===== src/design/hkt_pkg.sv =====
// ----------------------------------------------------------------------------
// hkt_pkg
// Shared types and constants for the linear-probe key table: field widths,
// operation codes, controller states and the controller/datapath interface.
// ----------------------------------------------------------------------------
package hkt_pkg;

   localparam int KEY_W   = 31;
   localparam int FUNC_W  = 2;
   localparam int FILL_W  = 10;
   localparam int OUT_W   = 10;
   localparam int COUNT_W = 11;

   localparam logic [FILL_W-1:0] FILL_RESET = 10'd768;

   // operation codes
   localparam logic [FUNC_W-1:0] FUNC_FIND  = 2'd0;
   localparam logic [FUNC_W-1:0] FUNC_GET   = 2'd1;
   localparam logic [FUNC_W-1:0] FUNC_CLEAR = 2'd2;

   // mixing constants, one per round
   localparam logic [31:0] MIX_C0 = 32'h7ed55d16;
   localparam logic [31:0] MIX_C1 = 32'hc761c23c;
   localparam logic [31:0] MIX_C2 = 32'h165667b1;
   localparam logic [31:0] MIX_C3 = 32'hd3a2646c;
   localparam logic [31:0] MIX_C4 = 32'hfd7046c5;
   localparam logic [31:0] MIX_C5 = 32'hb55a4f09;

   typedef enum logic [2:0] {
      ST_INIT,
      ST_IDLE,
      ST_HASH,
      ST_REDUCE,
      ST_PROBE,
      ST_CLEAR,
      ST_FINISH
   } hkt_state_type;

   typedef struct packed {
      logic accept;         // capture request, start hash
      logic hash_step;      // run one pair of mix rounds
      logic reduce_step;    // run one step of the slot reduction
      logic load_home;      // start probing at the home slot
      logic probe_advance;  // step to the next slot
      logic probe_stop;     // capture probe outcome
      logic sweep_start;    // point at slot 0, zero the count
      logic sweep_write;    // empty the current slot
      logic sweep_advance;  // step the sweep
      logic finish;         // commit and load the response register
   } hkt_cmd_type;

   typedef struct packed {
      logic [FUNC_W-1:0] func;
      logic              hash_last;
      logic              reduce_done;
      logic              probe_hit;
      logic              probe_empty;
      logic              probe_last;
      logic              sweep_last;
   } hkt_status_type;

endpackage


===== src/design/hkt_ctrl.sv =====
// ----------------------------------------------------------------------------
// hkt_ctrl
// Sequencer for the key table: reset sweep, hash, reduction, probing, clear
// sweep and handoff to the response register.
// ----------------------------------------------------------------------------
module hkt_ctrl
   import hkt_pkg::*;
(
   input  logic            clock,
   input  logic            reset,
   input  logic            req_valid,
   input  logic [FUNC_W-1:0] req_func,
   output logic            req_stall,
   output logic            rsp_valid,
   input  logic            rsp_stall,
   input  hkt_status_type  status,
   output hkt_cmd_type     cmd
);

   hkt_state_type state_ff, state_in;
   logic          rsp_valid_ff, rsp_valid_in;
   logic          out_free;

   assign out_free  = !rsp_valid_ff || !rsp_stall;
   assign req_stall = (state_ff != ST_IDLE);
   assign rsp_valid = rsp_valid_ff;

   always_ff @(posedge clock) begin
      if (reset) begin
         state_ff     <= ST_INIT;
         rsp_valid_ff <= 1'b0;
      end else begin
         state_ff     <= state_in;
         rsp_valid_ff <= rsp_valid_in;
      end
   end

   always_comb begin
      state_in = state_ff;
      cmd      = '0;
      unique case (state_ff)
         ST_INIT: begin
            cmd.sweep_write = 1'b1;
            if (status.sweep_last) begin
               state_in = ST_IDLE;
            end else begin
               cmd.sweep_advance = 1'b1;
            end
         end
         ST_IDLE: begin
            if (req_valid) begin
               cmd.accept = 1'b1;
               unique case (req_func) inside
                  FUNC_FIND, FUNC_GET: state_in = ST_HASH;
                  FUNC_CLEAR: begin
                     cmd.sweep_start = 1'b1;
                     state_in        = ST_CLEAR;
                  end
                  default: state_in = ST_FINISH;
               endcase
            end
         end
         ST_HASH: begin
            cmd.hash_step = 1'b1;
            if (status.hash_last) begin
               state_in = ST_REDUCE;
            end
         end
         ST_REDUCE: begin
            cmd.reduce_step = 1'b1;
            if (status.reduce_done) begin
               cmd.load_home = 1'b1;
               state_in      = ST_PROBE;
            end
         end
         ST_PROBE: begin
            if (status.probe_hit || status.probe_empty || status.probe_last) begin
               cmd.probe_stop = 1'b1;
               state_in       = ST_FINISH;
            end else begin
               cmd.probe_advance = 1'b1;
            end
         end
         ST_CLEAR: begin
            cmd.sweep_write = 1'b1;
            if (status.sweep_last) begin
               state_in = ST_FINISH;
            end else begin
               cmd.sweep_advance = 1'b1;
            end
         end
         ST_FINISH: begin
            // hold until the response register can take the result
            if (out_free) begin
               cmd.finish = 1'b1;
               state_in   = ST_IDLE;
            end
         end
         default: state_in = ST_INIT;
      endcase
   end

   always_comb begin
      rsp_valid_in = rsp_valid_ff;
      if (cmd.finish) begin
         rsp_valid_in = 1'b1;
      end else if (!rsp_stall) begin
         rsp_valid_in = 1'b0;
      end
   end

endmodule


===== config.mk =====
export PLATFORM = sky130hd
export DESIGN_NAME = hkt_ctrl
export DESIGN_NICKNAME = d
export VERILOG_FILES = /design/src/design/hkt_pkg.sv /design/src/design/hkt_ctrl.sv
export SDC_FILE = /design/constraint.sdc
export NUM_CORES = 1
export LEC_CHECK = 0
export BUFFER_PORTS_ARGS = -buffer_cell sky130_fd_sc_hd__buf_2
export CAP_MARGIN = 0
export CELL_PAD_IN_SITES_DETAIL_PLACEMENT = 1
export CELL_PAD_IN_SITES_GLOBAL_PLACEMENT = 1
export CORE_AREA = 2 2 41 43
export CTS_CLUSTER_SIZE = 8
export DETAILED_ROUTE_END_ITERATION = 6
export DIE_AREA = 0 0 43 45
export MAX_ROUTING_LAYER = met4
export PLACE_DENSITY = 0.77
export RECOVER_POWER = 25
export SYNTH_ARGS = -nofsm -noshare
export SYNTH_HDL_FRONTEND = slang
export SYNTH_SLANG_ARGS = --single-unit

===== constraint.sdc =====
create_clock -name clock -period 4 [get_ports clock]
set_input_delay 0.2 -clock clock [delete_from_list [all_inputs] [get_ports clock]]
set_output_delay 0.2 -clock clock [all_outputs]
set_load 0.005 [all_outputs]

# Word-level counts from Yosys, hierarchy flattened

Cells that the tools add are included.
Widths: inputs -> output; s select.

Register bits: 4
Bits in latches: 0
Memory bits (writable): 0
Bits in read-only memories: 0
Input bits: 14
Output and inout port bits: 12
Logic and storage cells: 55
Memories: 0

Add/subtract/negate cells: 0
$mul: 0
Div/mod/pow operators: 0
Order comparisons: 0
Eq/ne operators: 17
Shift operators: 0
Muxes and demuxes: 26
Bitwise logic cells: 0
Reductions and logical operators: 10

Operators by type and width:

| operator           | number |
|---|---|
| $mux 3             | 7 |
| $pmux 3 s7         | 1 |
| $mux 1             | 14 |
| $ne 2x2->1 const B | 7 |
| $eq 3x3->1 const B | 3 |
| $reduce_and 7->1   | 1 |
| $eq 3x2->1 const B | 2 |
| $mux 2             | 3 |
| $pmux 3 s2         | 1 |
| $reduce_or 2->1    | 2 |
| $eq 3x1->1 const B | 1 |
| $logic_not 3->1    | 1 |
| $logic_or 1x1->1   | 3 |
| $ne 3x1->1 const B | 1 |
| $eq 2x1->1 const B | 1 |
| $eq 2x2->1 const B | 1 |
| $logic_not 1->1    | 2 |
| $logic_not 2->1    | 1 |
| $ne 2x1->1 const B | 1 |

# Longest topological paths before layout

Gate-level depths: netlist of run 1.

Depth in word-level cells: 5
Depth in mapped cells: 5
Mapped depth without buffers: 4

# Worst setup path after synthesis of run 1

No wires, ideal clock.

Path kind: input -> register
Start point: input status[1] (netlist bit)
End point: register state_ff[2]
Library setup time: 0.121 ns
Arrival time: 1.361 ns
Data required time: 3.879 ns
Slack: 2.518 ns
Stages on the path: 4
Path buffers: 0
Cell sequence: or3_1 or3_4 o2111ai_4 mux2_4

Cells in the longest elaborated chain, start to end: 3

RTL lines:

| element                    | RTL line       | text |
|---|---|---|
| from (decl)                | hkt_ctrl.sv:16 | `input hkt_status_type status,` |
| $logic_or 1x1->1           | hkt_ctrl.sv:77 | `if (status.probe_hit \|\| status.probe_empty \|\| status.probe_last) begin` |
| $ne 2x2->1 (no line)       | -              |  |
| $reduce_and 7->1 (no line) | -              |  |
| to (signal assigned)       | hkt_ctrl.sv:33 | `state_ff <= state_in;` |
| to (decl)                  | hkt_ctrl.sv:20 | `hkt_state_type state_ff, state_in;` |

No other way between the ends.
A chain may end at the register's enable or synchronous reset.

==> results.md, run 1 <==
- Rows: 14
- Main combinational cell family by area after synthesis: simple AND/OR/NAND/NOR gates
- Tot GR Track Use: 0.1212
- Area of the die: 1935 µm²
- Worst-path fanout max: 13
- Yosys reg bits: 4
- Adder-cell share of the synthesized area: 0
- Synthesized area per cell: 8.008 µm²
- Clk root buf: clkbuf_4
- Sequential area share after synthesis: 0.2000
- Initial core utilization: 0.2721
- H-tree levels: 1
- DR vias/cell: 5.114
- WHS Endpoint: rsp_valid$_SDFFE_PP0P_
- Detail Route Antenna Nets: 0
- Cells after Synth: 50
- Area occupied by registers: between 80 and 90 µm²
- Clock Path Buffers: 2
- Proportion of synthesized area in mux cells: 0.08750
- Final nets: 88
- Worst-margin pin slew: around 0.39 ns
- Layout cells sized above 1: 0.3889
- PortBufs: 23
- Worst endpoint required time: between 3 and 4 ns
- Clock tree from TritonCTS: done
- Peak VDD IR: around 0.15 mV
- FILL cells: 200
- Cell Area, Synth: 400.4 µm²
- Hold path startpoint: reset
- Reg2reg setup slack: 2.31 ns
- DRT Wirelength: 998 µm
- Leakage Power: 0.0002554 µW
- Die Wd: 43 µm
- Post-route setup TNS: 0 ns
- Ys async rst share: 0
- Detailed router's first-iteration violation count: 2
- Hpwl dp: 813.2 µm
- Syn_nets: 64
- Number of diodes: 0
- WL per Instance: 11.34 µm
- Initial antenna violation count: 0
- Hold path depth: 2
- DRT Pass-1 Iters: 3
- Ports: 26
- Chip height: roughly 45 µm
- Distinct cell type count after synthesis: 28
- Synth top area share: 0.2000
- Final Critical Period: 1.788 ns
- Max-cap viol count: 0
- Cell Area, Placed: 506.7 µm²
- Placer Congestion: 0.8396
- Num CTS Buffers: 3
- Layout area overhead: 31.87%
- First-pass GRT wire length: 1738 µm
- Post-Synth XOR/XNOR Area: 0
- Hold Buf Count CTS: 0
- Top cells by area, synth: dfxtp_1 (20%), o2111ai_4 (6.6%), a21oi_1 (6.3%)
- DRC violation count after routing: 0
- Compound-Gate Fraction of Synth Area: 0.2281
- Critical path arrival: 1.59 ns
- Finished Cell Area: 528.0 µm²
- Final Util: 0.3588
- Period utilization: 0.4469
- Max Slew Vio Count: 0
- Vias post-DR: 450
- Clock latency on the worst-skew pair: approximately 0.23 ns
- Worst min path class: input pin to register
- Unrepaired setup endpoints after global routing: no
- Core ar.: 1471 µm²
- WHS: 0.2114 ns
- Clk pin slew, worst setup/hold paths: 0.04 ns
- Simple-gate share of the synthesized area: 0.3844
- Pin count of the biggest net entering global routing: 14
- Setup Buffers After CTS: 0
- Total grt overflow: 0
- R2R cell count: 4
- Achievable Freq: 559.4 MHz
- Critical R2R Launch: state_ff[0]$_SDFFE_PP0P_
- CTS Sinks: 4
- PostCTS Resize Cnt: 0
- Status: complete, no violations
- Worst r2r dst: state_ff[2]$_SDFFE_PP0P_
- Slew margin rel.: 0.7412
- Synth Flop Type: dfxtp_1
- Post-synth EDFFs: 0
- Vias in the first global route: roughly 460
- Hold Violations, Final: 0
- Synth warnings: 0
- Final setup fails: 0
- Cell type with the largest total area after synthesis: dfxtp_1
- WS Path Type: register to primary output
- Clock skew: 0.002491 ns
- Critical path endpoint category: primary output
- Multi-input logic area: 280.3 µm²
- Power per cell area: 544.3 nW/µm²
- CP Launch Type: register
-- flip-flops by register name, summed over array words and instances (netlist names) --
name and cells:
rsp_valid 1, state_ff 3
-- stage by stage --
stage               instances  total power [µW]  setup slack [ns]
finish                     88             287.4             2.212
CTS                        88             293.8             2.171
global placement           85             235.5             2.353
floorplan                  50             198.8             2.518
detailed placement         85             242.7             2.304
global route               88             317.4             1.966
-- synth_stat cells, types with 2 or more instances --
cell type / n
o21ai_0: 2
nor3_1: 3
nor3b_1: 3
a21oi_1: 5
nand2_1: 2
nand3b_1: 2
mux2i_1: 2
nor2b_1: 3
inv_1: 3
dfxtp_1: 4
nand2b_1: 4
-- cell type report --
type | count | area share
inverter | 3 | 0.02133
sequential | 4 | 0.1517
tap | 16 | 0.03791
timing repair buffer | 23 | 0.2156
clock buffer | 3 | 0.04265
multi-input combinational | 39 | 0.5308
-- power breakdown --
group / internal [µW] / leakage (µW) / switching (µW)
clock network: 33.4 / 0.0000138 / 14.9
logic: 82.7 / 0.000209 / 70.1
registers: 52.0 / 0.0000327 / 34.3
total: 168 / 0.000255 / 119
-- kinds of logic after synthesis --
logic type	count (synthesis)
AOI/OAI and AO/OA	12
buffers and inverters	7
DFF	4
muxes	3
and+or+nand+nor	24
-- layer usage --
metal	routed length [µm]	global-route usage	part of all wire
met1	430	0.1341	0.43
met2	497	0.2121	0.50
met4	13	0.07273	0.013
met3	56	0.01200	0.056
met5	0	-	0
-- how the worst max path moves through the flow --
stage	startpoint	endpoint	slack (ns)
after floorplan	status[1]	state_ff[2]$_SDFFE_PP0P_	2.52
after global placement	state_ff[0]$_SDFFE_PP0P_	state_ff[2]$_SDFFE_PP0P_	2.35
after detailed placement	state_ff[0]$_SDFFE_PP0P_	state_ff[2]$_SDFFE_PP0P_	2.30
after CTS	state_ff[0]$_SDFFE_PP0P_	cmd[3]	2.17
after global routing	state_ff[0]$_SDFFE_PP0P_	cmd[3]	1.97
final	state_ff[0]$_SDFFE_PP0P_	cmd[3]	2.21
-- worst max-delay path: stages (launching register included) --
cell and delay [ns]:
dfxtp_1 0.53, nor2b_1 0.38, nand2_1 0.14, nor3_1 0.17
buf_2 0.14
-- placed cells by master, fill, tap and decap left out --
cell type | Yosys | layout
o21ai_0 | 2 | 2
clkbuf_1 | 0 | 1
buf_2 | 1 | 21
inv_1 | 3 | 3
nor3b_1 | 3 | 3
mux2i_1 | 2 | 2
nor2_1 | 1 | 1
a21oi_1 | 5 | 5
or3_4 | 1 | 1
nand2_1 | 2 | 2
o21ai_1 | 1 | 1
and2_1 | 1 | 1
or3_1 | 1 | 1
a311o_1 | 1 | 1
dfxtp_1 | 4 | 4
mux2_4 | 1 | 1
a21o_1 | 1 | 1
clkbuf_4 | 0 | 3
and3_1 | 1 | 1
clkbuf_2 | 1 | 1
o2111ai_4 | 1 | 1
nand3b_1 | 2 | 2
nor3_1 | 3 | 3
and4b_1 | 1 | 1
nor4_1 | 1 | 1
nand2b_1 | 4 | 4
o31ai_1 | 1 | 1
nor2b_1 | 3 | 3
No activity file was read; power rests on OpenSTA's default activity.
==> inputs of run 2 (changes only) <==
CORE_AREA = 2 2 44 46   (was 2 2 41 43)
DIE_AREA = 0 0 46 48   (was 0 0 43 45)
PLACE_DENSITY = 0.71   (was 0.77)
clock period = 1.55 ns   (was 4 ns; I/O delays follow)
==> run 2 against run 1 <==
Net effect:
- register-to-register slack worse by 2.2 ns
- largest power group unchanged
- total power rose to 2.9 times the previous value
- final area up 9.7%
- wire length up 6.4%
- via count rose by 3.8%
- die area increased by 14%
- sequential power rose by 120%
- sequential share of layout area down 1.1 points
- worst hold slack got worse by 0.11 ns
- critical path type is now register to register
==> results.md, run 2 (synthesized netlist as in run 1, its figures left out) <==
- Status: complete, no violations (unchanged)
- Leakage Power: 0.0002852 µW (was 0.0002554 µW)
- Peak VDD IR: 0.4693 mV (was 0.1494 mV)
- Critical R2R Launch: state_ff[0]$_SDFFE_PP0P_ (unchanged)
- Crit-path leading delay family: simple AND/OR/NAND/NOR gates (unchanged)
- DRC violation count after routing: 0 (unchanged)
- Clock tree from TritonCTS: done (unchanged)
- Number of diodes: 0 (unchanged)
- H-tree levels: 1 (unchanged)
- Cell depth of the worst setup path: 5 (was 4)
- Slew margin rel.: 0.8400 (was 0.7412)
- Cell Area, Placed: 545.5 µm² (was 506.7 µm²)
- Finished Cell Area: 579.3 µm² (was 528.0 µm²)
- Initial antenna violation count: 0 (unchanged)
- Hold Violations, Final: 0 (unchanged)
- Most frequent cells in the layout: buf_2 (22), a21oi_1 (5), buf_4 (5) (was buf_2 (21), a21oi_1 (5), nand2b_1 (4), dfxtp_1 (4))
- Worst-margin pin slew: 0.2399 ns (was 0.3877 ns)
- Total grt overflow: 0 (unchanged)
- Vias in the first global route: 407 (was 457)
- Num CTS Buffers: 3 (unchanged)
- Layout cells sized above 1: 0.4675 (was 0.3889)
- Clock skew: 0.001844 ns (was 0.002491 ns)
- Crit path to: state_ff[2]$_SDFFE_PP0P_ (was cmd[3])
- Clock Path Buffers: 2 (unchanged)
- R2R cell count: 5 (was 4)
- Largest Register: state_ff (unchanged)
- WL per Instance: 11.30 µm (was 11.34 µm)
- Final Critical Period: 1.481 ns
- Layout area overhead: 44.69% (was 31.87%)
- Critical path arrival: 1.59 ns (about the same)
- CTS Sinks: 4 (unchanged)
- Max Slew Vio Count: 0 (unchanged)
- DRT Wirelength: 1062 µm (was 998 µm)
- Clk root buf: clkbuf_4 (unchanged)
- Chip height: 48 µm (was 45 µm)
- Achievable Freq: about 680 MHz
- Setup Buffers After CTS: 0 (unchanged)
- Vias post-DR: 467 (was 450)
- Initial core utilization: 0.2370 (was 0.2721)
- CP startpoint: state_ff[0]$_SDFFE_PP0P_ (unchanged)
- Worst r2r dst: state_ff[2]$_SDFFE_PP0P_ (unchanged)
- Max reg flops: 3 (unchanged)
- Critical path endpoint category: register (was primary output)
- Hpwl dp: 917.2 µm (was 813.2 µm)
- Worst min path class: input pin to register (unchanged)
- Tot GR Track Use: 0.1086 (was 0.1212)
- Clk pin slew, worst setup/hold paths: 0.04 ns (about the same)
- DR vias/cell: 4.968 (was 5.114)
- Die Wd: 46 µm (was 43 µm)
- Max-cap viol count: 0 (unchanged)
- Ports: 26 (unchanged)
- Critical path's slowest cell: dfxtp_1 (unchanged)
- Core ar.: 1689 µm² (was 1471 µm²)
- Area of the die: 2208 µm² (was 1935 µm²)
- Placer Congestion: 0.8518 (was 0.8396)
- Placed insts: 91 (was 85)
- Unrepaired setup endpoints after global routing: no (unchanged)
- Critical path, cell by cell: buf_4 -> nor3b_1 -> nand2b_1 -> o2111ai_4 -> mux2_4 (was nor2b_1 -> nand2_1 -> nor3_1 -> buf_2)
- Slowest stage delay, CP: 0.33 ns (was 0.53 ns)
- Final nets: 93 (was 88)
- Detailed router's first-iteration violation count: 2 (unchanged)
- WHS: 0.09894 ns (was 0.2114 ns)
- First-pass GRT wire length: 1614 µm (was 1738 µm)
- Final setup fails: 0 (unchanged)
- Final Non-Filler Cells: 94 (was 88)
- Worst-path fanout max: 6 (was 13)
- WS Path Type: register to register (was register to primary output)
- Post-route setup TNS: 0 ns (unchanged)
- Commonest non-fill, non-tap cell in the layout: buf_2 (unchanged)
- Reg2reg setup slack: 0.07 ns (was 2.31 ns)
- Buf+Inv Stages, Crit Path: 1 (unchanged)
- CP Launch Type: register (unchanged)
- Period utilization: 0.9558
- Rows: 15 (was 14)
- PortBufs: 23 (unchanged)
- Clock latency on the worst-skew pair: 0.23 ns (about the same)
- Pin count of the biggest net entering global routing: 12 (was 14)
- Power per cell area: 1435 nW/µm² (was 544.3 nW/µm²)
- Worst endpoint required time: 1.66 ns (was 3.80 ns)
- Detail Route Antenna Nets: 0 (unchanged)
- DRT Pass-1 Iters: 4 (was 3)
-- run 2: metal layers --
metal | wire length (µm) | GRT usage | vias up
li1 | - | - | 232
met1 | 444 | 0.1150 | 218
met2 | 552 | 0.1750 | 15
met3 | 54 | 0.01132 | 2
met4 | 11 | 0.1029 | 0
met5 | 0 | - | -
-- run 2: area by class of cell --
class                           instances  area, µm²
Clock buffer                            3      22.52
Fill cell                             232       1110
Inverter                                3      11.26
Multi-Input combinational cell         39      291.5
Sequential cell                         4      81.33
Tap cell                               17      21.27
Timing Repair Buffer                   28      151.4
-- run 2: report_power, final --
group          switching [µW]  internal, µW  total (µW)
Sequential               50.2           136         187
Combinational             237           283         520
Clock                    38.2          86.3         124
Total                     325           506         831
-- run 2: worst min-delay path by stage --
stage           from                      to  slack [ns]  depth (start not counted)
5_1_grt        reset  rsp_valid$_SDFFE_PP0P_        0.11                          2
3_5_place_dp   reset  rsp_valid$_SDFFE_PP0P_        0.33                          2
2_1_floorplan  reset  rsp_valid$_SDFFE_PP0P_        0.15                          1
4_1_cts        reset  rsp_valid$_SDFFE_PP0P_        0.09                          2
3_3_place_gp   reset  rsp_valid$_SDFFE_PP0P_        0.32                          2
6_report       reset  rsp_valid$_SDFFE_PP0P_         0.1                          2
-- run 2: per-stage QoR --
step	util	power (µW)	setup WS (ns)
finish	0.3430	831.2	0.06852
global route	0.3430	909.0	0.002666
CTS	0.3385	829.2	0.04217
global placement	0.3230	679.5	0.006184
floorplan	-	512.9	0.08002
detailed placement	0.3230	690.9	-0.01823
-- run 2: timing repair --
item / CTS / global route
endpoints found under the setup margin: 2 / 2
resized for setup: 2 / 2
endpoints found under the hold margin: 0 / 0
hold buffers: 0 / 0
